`config.mk`:
```
export PLATFORM = sky130hd
export DESIGN_NAME = mfm_track_image_formatter_flat
export DESIGN_NICKNAME = d
export VERILOG_FILES = /design/src/sv/mfm_pkg.sv /design/src/sv/mfm_in_if.sv /design/src/sv/mfm_out_if.sv /design/src/sv/mfm_cfg_if.sv /design/src/sv/mfm_track_image_formatter.sv /design/src/flat_wrapper.sv
export SDC_FILE = /design/constraint.sdc
export NUM_CORES = 1
export LEC_CHECK = 0
export ABC_AREA = 1
export BUFFER_PORTS_ARGS = -buffer_cell sky130_fd_sc_hd__buf_4
export CAP_MARGIN = 20
export CELL_PAD_IN_SITES_DETAIL_PLACEMENT = 2
export CELL_PAD_IN_SITES_GLOBAL_PLACEMENT = 2
export CORE_MARGIN = 3
export CORE_UTILIZATION = 25
export CTS_BUF_LIST = sky130_fd_sc_hd__clkbuf_4
export DETAILED_ROUTE_END_ITERATION = 8
export PLACE_DENSITY = 0.63
export SLEW_MARGIN = 20
export SYNTH_ARGS = -nofsm -noshare
export SYNTH_HDL_FRONTEND = slang
export SYNTH_SLANG_ARGS = --single-unit
```
`constraint.sdc`:
```
create_clock -name clk -period 6.05 [get_ports clk]
set_clock_uncertainty 0.1 [all_clocks]
set_input_delay 1.21 -clock clk [delete_from_list [all_inputs] [get_ports clk]]
set_output_delay 1.21 -clock clk [all_outputs]
set_load 0.02 [all_outputs]
```
`src/sv/mfm_pkg.sv`:
```
`default_nettype none
package mfm_pkg;

	localparam int unsigned SECTORS_PER_TRACK_DEF = 10;
	localparam int unsigned TRACK_BYTES_DEF = 6250;

	localparam int unsigned POS_W = 13;
	localparam int unsigned SEC_W = 4;
	localparam int unsigned OFF_W = 10;
	localparam int unsigned CRC_W = 16;
	localparam int unsigned BYTE_W = 8;
	localparam int unsigned CFG_IDX_W = 8;
	localparam int unsigned CFG_DATA_W = 8;

	localparam int unsigned LEAD_GAP_LEN = 32;
	localparam int unsigned SECTOR_LEN = 609;

	localparam logic [BYTE_W-1:0] GAP_BYTE = 8'h4E;
	localparam logic [BYTE_W-1:0] SYNC_BYTE = 8'hA1;
	localparam logic [BYTE_W-1:0] ID_MARK = 8'hFE;
	localparam logic [BYTE_W-1:0] DATA_MARK = 8'hFB;
	localparam logic [BYTE_W-1:0] SIZE_CODE = 8'h02;
	localparam logic [BYTE_W-1:0] ZERO_BYTE = 8'h00;

	localparam logic [CRC_W-1:0] CRC_INIT = 16'hFFFF;
	localparam logic [CRC_W-1:0] CRC_POLY = 16'h1021;

	localparam logic [CFG_IDX_W-1:0] CFG_TRACK = 8'd0;
	localparam logic [CFG_IDX_W-1:0] CFG_HEAD = 8'd1;

	// CRC-16/CCITT, one byte, MSB first
	function automatic logic [CRC_W-1:0] crc16_next(input logic [CRC_W-1:0] crc,
		input logic [BYTE_W-1:0] b);
		logic [CRC_W-1:0] c;
		c = crc ^ {b, 8'h00};
		for (int i = 0; i < BYTE_W; i++) begin
			if (c[CRC_W-1]) begin
				c = {c[CRC_W-2:0], 1'b0} ^ CRC_POLY;
			end else begin
				c = {c[CRC_W-2:0], 1'b0};
			end
		end
		return c;
	endfunction

endpackage
`default_nettype wire

```
`src/sv/mfm_in_if.sv`:
```
`default_nettype none
interface mfm_in_if;
	logic valid;
	logic ready;
	logic [mfm_pkg::BYTE_W-1:0] payload_byte;

	modport source (output valid, output payload_byte, input ready);
	modport sink (input valid, input payload_byte, output ready);
endinterface
`default_nettype wire

```
`src/sv/mfm_out_if.sv`:
```
`default_nettype none
interface mfm_out_if;
	logic valid;
	logic ready;
	logic [mfm_pkg::BYTE_W-1:0] track_byte_out;
	logic took_payload;
	logic end_of_track;

	modport source (output valid, output track_byte_out, output took_payload,
		output end_of_track, input ready);
	modport sink (input valid, input track_byte_out, input took_payload,
		input end_of_track, output ready);
endinterface
`default_nettype wire

```
`src/sv/mfm_cfg_if.sv`:
```
`default_nettype none
interface mfm_cfg_if;
	logic valid;
	logic ready;
	logic [mfm_pkg::CFG_IDX_W-1:0] index;
	logic [mfm_pkg::CFG_DATA_W-1:0] data;

	modport source (output valid, output index, output data, input ready);
	modport sink (input valid, input index, input data, output ready);
endinterface
`default_nettype wire

```
`src/sv/mfm_track_image_formatter.sv`:
```
`default_nettype none
// Formatted MFM track generator: every item accepted on in_ch yields exactly one
// track byte on out_ch, one item per clock while out_ch is ready, held in an
// output register; no new item is taken while the previous byte waits. The byte
// stream is a 32-byte 0x4E lead gap, SECTORS_PER_TRACK sectors of 609 bytes
// (zeros and syncs, ID field with CRC, gap, zeros and syncs, data field with 512
// payload bytes and CRC, trailing gap) and 0x4E fill up to TRACK_BYTES, then it
// wraps. took_payload marks the items whose payload_byte went into the track;
// on all others the payload is ignored. end_of_track flags the last byte of each
// revolution. Write track_number (index 0) and head_select (index 1) on cfg while
// idle; other indexes are ignored. The CRC-16/CCITT update is one unrolled byte
// step that feeds back into crc_q.
module mfm_track_image_formatter #(
	parameter int unsigned SECTORS_PER_TRACK = mfm_pkg::SECTORS_PER_TRACK_DEF,
	parameter int unsigned TRACK_BYTES = mfm_pkg::TRACK_BYTES_DEF
) (
	input wire logic clk,
	input wire logic arst_n,
	mfm_in_if.sink in_ch,
	mfm_out_if.source out_ch,
	mfm_cfg_if.sink cfg
);

	localparam logic [1:0] PH_LEAD = 2'd0;
	localparam logic [1:0] PH_BODY = 2'd1;
	localparam logic [1:0] PH_FILL = 2'd2;

	localparam logic [mfm_pkg::POS_W-1:0] POS_LAST = mfm_pkg::POS_W'(TRACK_BYTES - 1);
	localparam logic [mfm_pkg::SEC_W-1:0] SEC_COUNT = mfm_pkg::SEC_W'(SECTORS_PER_TRACK);

	logic [mfm_pkg::BYTE_W-1:0] track_q;
	logic head_q;
	logic [mfm_pkg::POS_W-1:0] pos_q;
	logic [mfm_pkg::SEC_W-1:0] sec_q;
	logic [mfm_pkg::OFF_W-1:0] off_q;
	logic [1:0] phase_q;
	logic [mfm_pkg::CRC_W-1:0] crc_q;

	logic out_valid_s1;
	logic [mfm_pkg::BYTE_W-1:0] byte_s1;
	logic take_s1;
	logic last_s1;

	logic accept;
	logic last;
	logic take;
	logic crc_it;
	logic crc_clear;
	logic [mfm_pkg::BYTE_W-1:0] body_b;
	logic [mfm_pkg::BYTE_W-1:0] track_b;
	logic [mfm_pkg::OFF_W:0] off_inc;
	logic [mfm_pkg::SEC_W-1:0] sec_inc;

	assign in_ch.ready = !out_valid_s1 || out_ch.ready;
	assign accept = in_ch.valid && in_ch.ready;
	assign cfg.ready = 1'b1;

	assign off_inc = {1'b0, off_q} + 1'b1;
	assign sec_inc = sec_q + 1'b1;
	assign last = pos_q >= POS_LAST;

	// sector body decode by offset
	always_comb begin
		body_b = mfm_pkg::GAP_BYTE;
		crc_it = 1'b0;
		crc_clear = 1'b0;
		take = 1'b0;
		if (off_q < 10'd12 || (off_q >= 10'd44 && off_q < 10'd56)) begin
			body_b = mfm_pkg::ZERO_BYTE;
			crc_clear = 1'b1;
		end else if ((off_q >= 10'd12 && off_q < 10'd15) ||
			(off_q >= 10'd56 && off_q < 10'd59)) begin
			body_b = mfm_pkg::SYNC_BYTE;
			crc_it = 1'b1;
		end else if (off_q == 10'd15) begin
			body_b = mfm_pkg::ID_MARK;
			crc_it = 1'b1;
		end else if (off_q == 10'd16) begin
			body_b = track_q;
			crc_it = 1'b1;
		end else if (off_q == 10'd17) begin
			body_b = {7'd0, head_q};
			crc_it = 1'b1;
		end else if (off_q == 10'd18) begin
			body_b = {4'd0, sec_inc};
			crc_it = 1'b1;
		end else if (off_q == 10'd19) begin
			body_b = mfm_pkg::SIZE_CODE;
			crc_it = 1'b1;
		end else if (off_q == 10'd20 || off_q == 10'd572) begin
			body_b = crc_q[15:8];
		end else if (off_q == 10'd21 || off_q == 10'd573) begin
			body_b = crc_q[7:0];
		end else if (off_q == 10'd59) begin
			body_b = mfm_pkg::DATA_MARK;
			crc_it = 1'b1;
		end else if (off_q >= 10'd60 && off_q < 10'd572) begin
			body_b = in_ch.payload_byte;
			crc_it = 1'b1;
			take = 1'b1;
		end
	end

	assign track_b = (phase_q == PH_BODY) ? body_b : mfm_pkg::GAP_BYTE;

	always_ff @(posedge clk or negedge arst_n) begin
		if (!arst_n) begin
			track_q <= '0;
			head_q <= 1'b0;
		end else if (cfg.valid) begin
			unique case (cfg.index)
				mfm_pkg::CFG_TRACK: track_q <= cfg.data;
				mfm_pkg::CFG_HEAD: head_q <= cfg.data[0];
				default: ;
			endcase
		end
	end

	always_ff @(posedge clk or negedge arst_n) begin
		if (!arst_n) begin
			pos_q <= '0;
			sec_q <= '0;
			off_q <= '0;
			phase_q <= PH_LEAD;
			crc_q <= mfm_pkg::CRC_INIT;
		end else if (accept) begin
			if (last) begin
				pos_q <= '0;
				sec_q <= '0;
				off_q <= '0;
				phase_q <= PH_LEAD;
				crc_q <= mfm_pkg::CRC_INIT;
			end else begin
				pos_q <= pos_q + 1'b1;
				unique case (phase_q)
					PH_LEAD: begin
						if (off_inc >= (mfm_pkg::OFF_W + 1)'(mfm_pkg::LEAD_GAP_LEN)) begin
							off_q <= '0;
							phase_q <= PH_BODY;
						end else begin
							off_q <= off_inc[mfm_pkg::OFF_W-1:0];
						end
					end
					PH_BODY: begin
						if (crc_clear) begin
							crc_q <= mfm_pkg::CRC_INIT;
						end else if (crc_it) begin
							crc_q <= mfm_pkg::crc16_next(crc_q, body_b);
						end
						if (off_inc >= (mfm_pkg::OFF_W + 1)'(mfm_pkg::SECTOR_LEN)) begin
							off_q <= '0;
							sec_q <= sec_inc;
							if (sec_inc >= SEC_COUNT) begin
								phase_q <= PH_FILL;
							end
						end else begin
							off_q <= off_inc[mfm_pkg::OFF_W-1:0];
						end
					end
					default: ;
				endcase
			end
		end
	end

	// output register: load on accept, drop when taken
	always_ff @(posedge clk or negedge arst_n) begin
		if (!arst_n) begin
			out_valid_s1 <= 1'b0;
		end else if (accept) begin
			out_valid_s1 <= 1'b1;
		end else if (out_ch.ready) begin
			out_valid_s1 <= 1'b0;
		end
	end

	always_ff @(posedge clk) begin
		if (accept) begin
			byte_s1 <= track_b;
			take_s1 <= take && (phase_q == PH_BODY);
			last_s1 <= last;
		end
	end

	assign out_ch.valid = out_valid_s1;
	assign out_ch.track_byte_out = byte_s1;
	assign out_ch.took_payload = take_s1;
	assign out_ch.end_of_track = last_s1;

	a_wrap: assert property (@(posedge clk) disable iff (!arst_n)
		accept && last |=> pos_q == '0 && phase_q == PH_LEAD && sec_q == '0)
		else $error("state not cleared after end of track");

	a_body_off: assert property (@(posedge clk) disable iff (!arst_n)
		phase_q == PH_BODY |-> off_q < mfm_pkg::OFF_W'(mfm_pkg::SECTOR_LEN) && sec_q < SEC_COUNT)
		else $error("sector layout position out of range");

	a_no_drop: assert property (@(posedge clk) disable iff (!arst_n)
		out_valid_s1 && !out_ch.ready |-> !accept)
		else $error("item accepted while result is stalled");

	a_take_lead: assert property (@(posedge clk) disable iff (!arst_n)
		phase_q == PH_LEAD |-> sec_q == '0 && off_q < mfm_pkg::OFF_W'(mfm_pkg::LEAD_GAP_LEN))
		else $error("lead gap state inconsistent");

endmodule
`default_nettype wire
```
`src/flat_wrapper.sv`:
```
// flat-port wrapper written by rule: the top's interface ports become plain ports
module mfm_track_image_formatter_flat 
#(
	parameter int unsigned SECTORS_PER_TRACK = mfm_pkg::SECTORS_PER_TRACK_DEF,
	parameter int unsigned TRACK_BYTES = mfm_pkg::TRACK_BYTES_DEF
)
  (clk, arst_n, in_ch_valid, in_ch_payload_byte, in_ch_ready, out_ch_valid, out_ch_track_byte_out, out_ch_took_payload, out_ch_end_of_track, out_ch_ready, cfg_valid, cfg_index, cfg_data, cfg_ready);
  mfm_in_if in_ch_i ();
  mfm_out_if out_ch_i ();
  mfm_cfg_if cfg_i ();
  input wire logic clk;
  input wire logic arst_n;
  input wire logic [$bits(in_ch_i.valid)-1:0] in_ch_valid;
  input wire logic [$bits(in_ch_i.payload_byte)-1:0] in_ch_payload_byte;
  output wire logic [$bits(in_ch_i.ready)-1:0] in_ch_ready;
  output wire logic [$bits(out_ch_i.valid)-1:0] out_ch_valid;
  output wire logic [$bits(out_ch_i.track_byte_out)-1:0] out_ch_track_byte_out;
  output wire logic [$bits(out_ch_i.took_payload)-1:0] out_ch_took_payload;
  output wire logic [$bits(out_ch_i.end_of_track)-1:0] out_ch_end_of_track;
  input wire logic [$bits(out_ch_i.ready)-1:0] out_ch_ready;
  input wire logic [$bits(cfg_i.valid)-1:0] cfg_valid;
  input wire logic [$bits(cfg_i.index)-1:0] cfg_index;
  input wire logic [$bits(cfg_i.data)-1:0] cfg_data;
  output wire logic [$bits(cfg_i.ready)-1:0] cfg_ready;
  assign in_ch_i.valid = in_ch_valid;
  assign in_ch_i.payload_byte = in_ch_payload_byte;
  assign in_ch_ready = in_ch_i.ready;
  assign out_ch_valid = out_ch_i.valid;
  assign out_ch_track_byte_out = out_ch_i.track_byte_out;
  assign out_ch_took_payload = out_ch_i.took_payload;
  assign out_ch_end_of_track = out_ch_i.end_of_track;
  assign out_ch_i.ready = out_ch_ready;
  assign cfg_i.valid = cfg_valid;
  assign cfg_i.index = cfg_index;
  assign cfg_i.data = cfg_data;
  assign cfg_ready = cfg_i.ready;
  mfm_track_image_formatter #(.SECTORS_PER_TRACK(SECTORS_PER_TRACK), .TRACK_BYTES(TRACK_BYTES)) u_core (.clk(clk), .arst_n(arst_n), .in_ch(in_ch_i), .out_ch(out_ch_i), .cfg(cfg_i));
endmodule
```
==> flow_summary.yaml, run 1 <==
floorplanning:
  start_util: 0.256
  num_rows: 47
  die_w_um: 137
  die_h_um: 137
  die_area_mm2: 0.0187
  coreArea_mm2: 0.0166
  io_pins: 42
logic_synthesis:
  async_reset_ff_frac: 0.846
  synth-main-ff-cell: "dfrtp_1"
  netlist_top_cells_count: "nand2_1, inv_1, nand3_1"
  synthMuxAreaShare: 0.0185
  synth-edff-count: 10
  synth_area_mm2: 0.00427
  synthCells: 585
  yosysTopAreaCellShare: 0.229
  synth_xor_area_frac: 0.0290
  synth_simple_gate_area_frac: 0.334
  syn_nets: 622
  synth_warnings: 0
  synth.area.top_cells: "dfrtp_1, nand2_1, dfstp_2, nand3_1, inv_1"
  synth_top_family_by_area: "simple AND/OR/NAND/NOR gates"
  ys_seq_area_frac: 0.398
  synth-compound-area-share: 0.101
  yosysMostFrequentCell: "nand2_1"
  yosys.area_share.adder: 0.0235
  yosys.area.top_type: "dfrtp_1"
  synth_seq_cells: 65
  synth_cell_types: 48
  synth_area_per_cell_um2: 7.29
clock_network:
  root_buffer: "clkbuf_4"
  cts_inserted_buffers: 9
  cts_resized: 0
  cts_sinks: 65
  post_cts_buffers: 0
  ctsHoldBuffers: 0
  clock_latency_ns: 0.45
  htreeDepth: 3
  clk_pin_slew_ns: 0.13
  cts_tree: "done"
  clock_path_buffers: 2
pwr:
  power.density_mw_per_mm2: 503
  total_leakage_power_nw: 2.51
  irDropWorstVdd_mv: 0.119
grt:
  first_global_vias: 4553
  grt_max_degree: 56
  grt_pass1_wl_um: 24600
  antenna_found_initial: 1
  overflow: 0
  grt_usage: 0.171
placed_design:
  dp_slack_ns: 2.53
  numPortBuffers: 40
  dp.cells: 839
  place_area_mm2: 0.00480
  gp_congestion: 0.829
  place_hpwl_um: 11700
final_layout:
  drive_above_1_share: 0.191
  final_util: 0.298
  fin_cells: 857
  nNetsFinal: 667
  finalInstanceArea_mm2: 0.00497
  area_growth_syn_to_layout_pct: 16.4
detailed_routing:
  routed_wirelength_um: 14700
  drcViolationCount: 0
  vias: 4074
  viasPerCell: 4.75
  drt-pass1-iter-count: 4
  ant_nets: 0
  wl_per_cell_um: 17.1
  drt_iter0_markers: 171
sta:
  setup_viol: 0
  fin_ws_ns: 3.00
  max_slew.worst_pin.slew_ns: 0.796
  rsz0062_at_grt: "false"
  report.final.slew_viol_count: 0
  tns_ns: 0
  fmax_mhz: 328
  period_share: 0.504
  hold_viol_final: 0
  min_period_ns: 3.05
  slew-limit-headroom: 0.469
min_path:
  hold_start: "u_core.pos_q[11]"
  hold_end: "u_core.pos_q[11]"
  hold_path_depth: 1
  worst_hold_path_type: "reg2reg"
setup_path:
  crit_type: "in2reg"
  crit-reg2reg-capture: "u_core.crc_q[7]"
  critPathLaunchType: "input pin"
  reg2reg_depth: 14
  crit_required_ns: 6.28
  ff2ff_setup_slack_ns: 3.03
  crit_path_end_kind: "flip-flop"
  cp_max_fo: 16
  arrival_ns: 3.28
  reg2reg_from: "u_core.pos_q[1]"
outcome:
  status: "completed"
run:
  cap_violations: 0
[worst max-delay path: stages]
cell	delay, ns
buf_4	0.11
inv_1	0.04
nand2_1	0.07
nand2_1	0.27
clkinv_1	0.59
nand2_1	0.28
nor3_1	0.06
inv_1	0.07
nor2_1	0.04
inv_1	0.08
nor2_1	0.06
nand3_1	0.11
inv_1	0.08
a41oi_1	0.15
nor2_1	0.06
[layer usage]
metal | GRT usage | share of wire | vias to the layer above
li1 | - | - | 1973
met1 | 0.228 | 0.48 | 2032
met2 | 0.281 | 0.48 | 59
met3 | 0.0386 | 0.033 | 10
met4 | 0.0403 | 0.012 | 0
met5 | 0 | 0 | -
[worst max path at each step]
stage | from | to | slack [ns]
final | out_ch_ready | u_core.pos_q[12] | 3.00
after global routing | u_core.off_q[0] | u_core.crc_q[7] | 2.63
after CTS | u_core.pos_q[1] | u_core.crc_q[7] | 2.89
after detailed placement | out_ch_ready | u_core.pos_q[12] | 2.53
after global placement | out_ch_ready | u_core.pos_q[12] | 2.60
after floorplan | out_ch_ready | u_core.pos_q[12] | 2.98
[through the flow]
step,power [mW],hold WS (ns)
2_1_floorplan,1.71,0.346
3_3_place_gp,2.10,0.382
3_5_place_dp,2.16,0.400
4_1_cts,2.54,0.424
5_1_grt,2.77,0.456
6_report,2.50,0.411
[state kept, by name, summed over array words and instances, names as in the netlist]
signal	count
u_core.crc_q	16
u_core.head_q	1
u_core.off_q	10
u_core.out_ch.end_of_track	1
u_core.out_ch.took_payload	1
u_core.out_ch.track_byte_out	8
u_core.out_ch.valid	1
u_core.phase_q	2
u_core.pos_q	13
u_core.sec_q	4
u_core.track_q	8
[cell usage in the layout (no fill, tap or decap), drive strengths merged, types with 2 or more instances in the layout]
cell type  count
ha             8
xnor3          2
o31ai          2
xnor2          2
nand2        173
diode          2
edfxtp        10
nand4          4
buf           40
dfstp         16
mux2           7
a21oi         23
inv           98
or2            3
nand3         68
xor2           7
dfrtp         39
nand3b         4
o22ai         12
nor2          50
o21ai         30
nor3          10
bufinv         2
clkinv         5
clkbuf        10
[power breakdown]
part | leakage, nW | switching, mW | internal, mW
registers | 0.773 | 0.129 | 0.594
logic | 1.65 | 0.971 | 0.446
clock network | 0.0859 | 0.189 | 0.170
[layout make-up]
cell class                      instances  area [µm²]
Clock buffer                           10        75.1
Inverter                               99         372
Sequential cell                        65        1700
Tap cell                              220         275
Timing Repair Buffer                   40         300
Antenna cell                            2        5.00
Fill cell                            1979       11700
Clock inverter                          6        81.3
Multi-Input combinational cell        415        2160
[kinds of logic (layout without fill, tap and decap cells)]
family	Yosys count	in the layout
and+or+nand+nor	316	316
adders and majority gates	8	8
buffers and inverters	105	155
DFF	65	65
AOI/OAI and AO/OA	72	72
xor gates and xnor gates	11	11
other	1	3
muxes	7	7
(Power assumes the default switching activity.)
==> run 2: changes to the inputs <==
PLACE_DENSITY = 0.65   (was 0.63)
clock period = 2.6 ns   (was 6.05 ns; I/O delays follow)
==> flow_summary.yaml, run 2 (synthesis results as in run 1) <==
grt:
  grt_max_degree: 56
  overflow: 0
  grt_pass1_wl_um: 24700
  first_global_vias: 4655
  antenna_found_initial: 1
  grt_usage: 0.172
setup_path:
  arrival_ns: 2.83
  crit_required_ns: 2.86
  cp_max_fo: 5
  crit_type: "reg2reg"
  critPathLaunchType: "flip-flop"
  crit_path_end_kind: "flip-flop"
detailed_routing:
  ant_nets: 0
  routed_wirelength_um: 16500
  drt-pass1-iter-count: 4
  viasPerCell: 4.75
  wl_per_cell_um: 18.0
  vias: 4351
  drcViolationCount: 0
  drt_iter0_markers: 151
clock_network:
  cts_tree: "done"
  clock_path_buffers: 2
  cts_sinks: 65
  cts_inserted_buffers: 9
  htreeDepth: 3
  root_buffer: "clkbuf_4"
  clock_latency_ns: 0.48
  ctsHoldBuffers: 0
  clk_pin_slew_ns: 0.13
final_layout:
  fin_cells: 916
  largest_reg_flops: 16
  reg.largest.list: "u_core.crc_q x16, u_core.pos_q x13, u_core.off_q x10"
  drive_above_1_share: 0.397
  mostFrequentLayoutCell: "nand2_1"
  top_register: "u_core.crc_q"
  multi_input_area_mm2: 0.00264
  seqCellArea_mm2: 0.00170
  final_cell_mix: "nand2_1, buf_4, inv_1, nand3_1, nor2_1"
  nFillCells: 1894
  nNetsFinal: 727
  area_growth_syn_to_layout_pct: 40.0
  final_util: 0.359
floorplanning:
  io_pins: 42
  num_rows: 47
  die_area_mm2: 0.0187
  start_util: 0.256
  die_w_um: 137
  die_h_um: 137
  coreArea_mm2: 0.0166
placed_design:
  dp.cells: 868
  place_hpwl_um: 12300
  gp_congestion: 0.825
  dp_slack_ns: -0.214
  numPortBuffers: 40
sta:
  rsz0062_at_grt: "true"
  min_period_ns: 2.57
  hold_viol_final: 1
  fin_ws_ns: 0.0315
  max_slew.worst_pin.slew_ns: 0.771
  setup_viol: 0
  report.final.slew_viol_count: 0
  hold_ws_ns: -0.00253
  fmax_mhz: 389
  period_share: 0.988
  slew-limit-headroom: 0.486
outcome:
  status: "finished, violations left"
  violations: "hold timing"
pwr:
  total_leakage_power_nw: 2.93
  power.density_mw_per_mm2: 1240
  irDropWorstVdd_mv: 0.341
min_path:
  worst_hold_path_type: "in2async"
run:
  cap_violations: 0
run 2: cell count changes in the layout (fill, tap and decap cells not counted), moves of 10 or more:
cell	before	now
nor2_1	44	34
buf_4	40	91
nand3_2	2	12
nand3_1	65	50
nand2_1	162	131
nand2_2	10	33
run 2: layer usage:
metal,vias to the layer above,global-route usage,share of wire
li1,2091,-,-
met1,2164,0.226,0.46
met2,73,0.284,0.49
met3,23,0.0368,0.031
met4,0,0.0526,0.016
met5,-,0,0
run 2: through the flow:
stage / TNS, ns / power, mW / cell area (µm²)
after floorplan: 0 / 3.98 / 4270
after global placement: -0.312 / 5.03 / 5020
after detailed placement: -2.33 / 5.20 / 5020
after CTS: -0.0143 / 6.22 / 5270
after global routing: -2.24 / 7.98 / 5970
final: 0 / 7.40 / 5970
run 2: worst max-delay path, stage by stage, from the launching register on:
cell	delay, ns
dfrtp_2	0.46
buf_6	0.12
nand4_1	0.15
nor2_1	0.20
nand2_2	0.13
nor3_4	0.21
xor2_2	0.25
inv_2	0.09
o21ai_4	0.23
nand2_4	0.10
a21oi_4	0.21
inv_2	0.08
nand2_1	0.06
o21ai_1	0.07
run 2: where the power goes:
group | total [mW] | leakage, nW | internal, mW | switching, mW
Clock | 0.950 | 0.0972 | 0.502 | 0.448
Sequential | 1.70 | 0.764 | 1.39 | 0.307
Combinational | 4.75 | 2.07 | 1.80 | 2.96
Total | 7.40 | 2.93 | 3.69 | 3.71
run 2: path summary, 6_finish.rpt:
path / start / end / slack [ns] / cells after the start
worst min-delay path: arst_n / u_core.pos_q[6] / -0.003 / 1
worst min register to register: u_core.track_q[0] / u_core.track_q[0] / 0.40 / 2
worst max register to register: u_core.off_q[0] / u_core.sec_q[0] / 0.03 / 13
worst max-delay path: u_core.off_q[0] / u_core.sec_q[0] / 0.03 / 13
min in group clk: cfg_data[7] / u_core.track_q[7] / 0.17 / 2
max in group asynchronous: arst_n / u_core.off_q[3] / 1.86 / 1
run 2: repair_timing:
item | CTS | global route
setup buffers | 2 | 29
pin swaps | 3 | 47
gates resized for setup | 9 | 135
endpoints found under the setup margin | 26 | 35
gates cloned | 0 | 1
run 2: final cells by class:
| type | instances | share of cell area |
|---|---|---|
| Clock inverter | 6 | 0.0193 |
| Clock buffer | 10 | 0.0126 |
| Multi-Input combinational cell | 416 | 0.442 |
| Timing Repair Buffer | 99 | 0.130 |
| Sequential cell | 65 | 0.285 |
| Antenna cell | 1 | 0.000419 |
| Tap cell | 220 | 0.0461 |
| Inverter | 99 | 0.0652 |
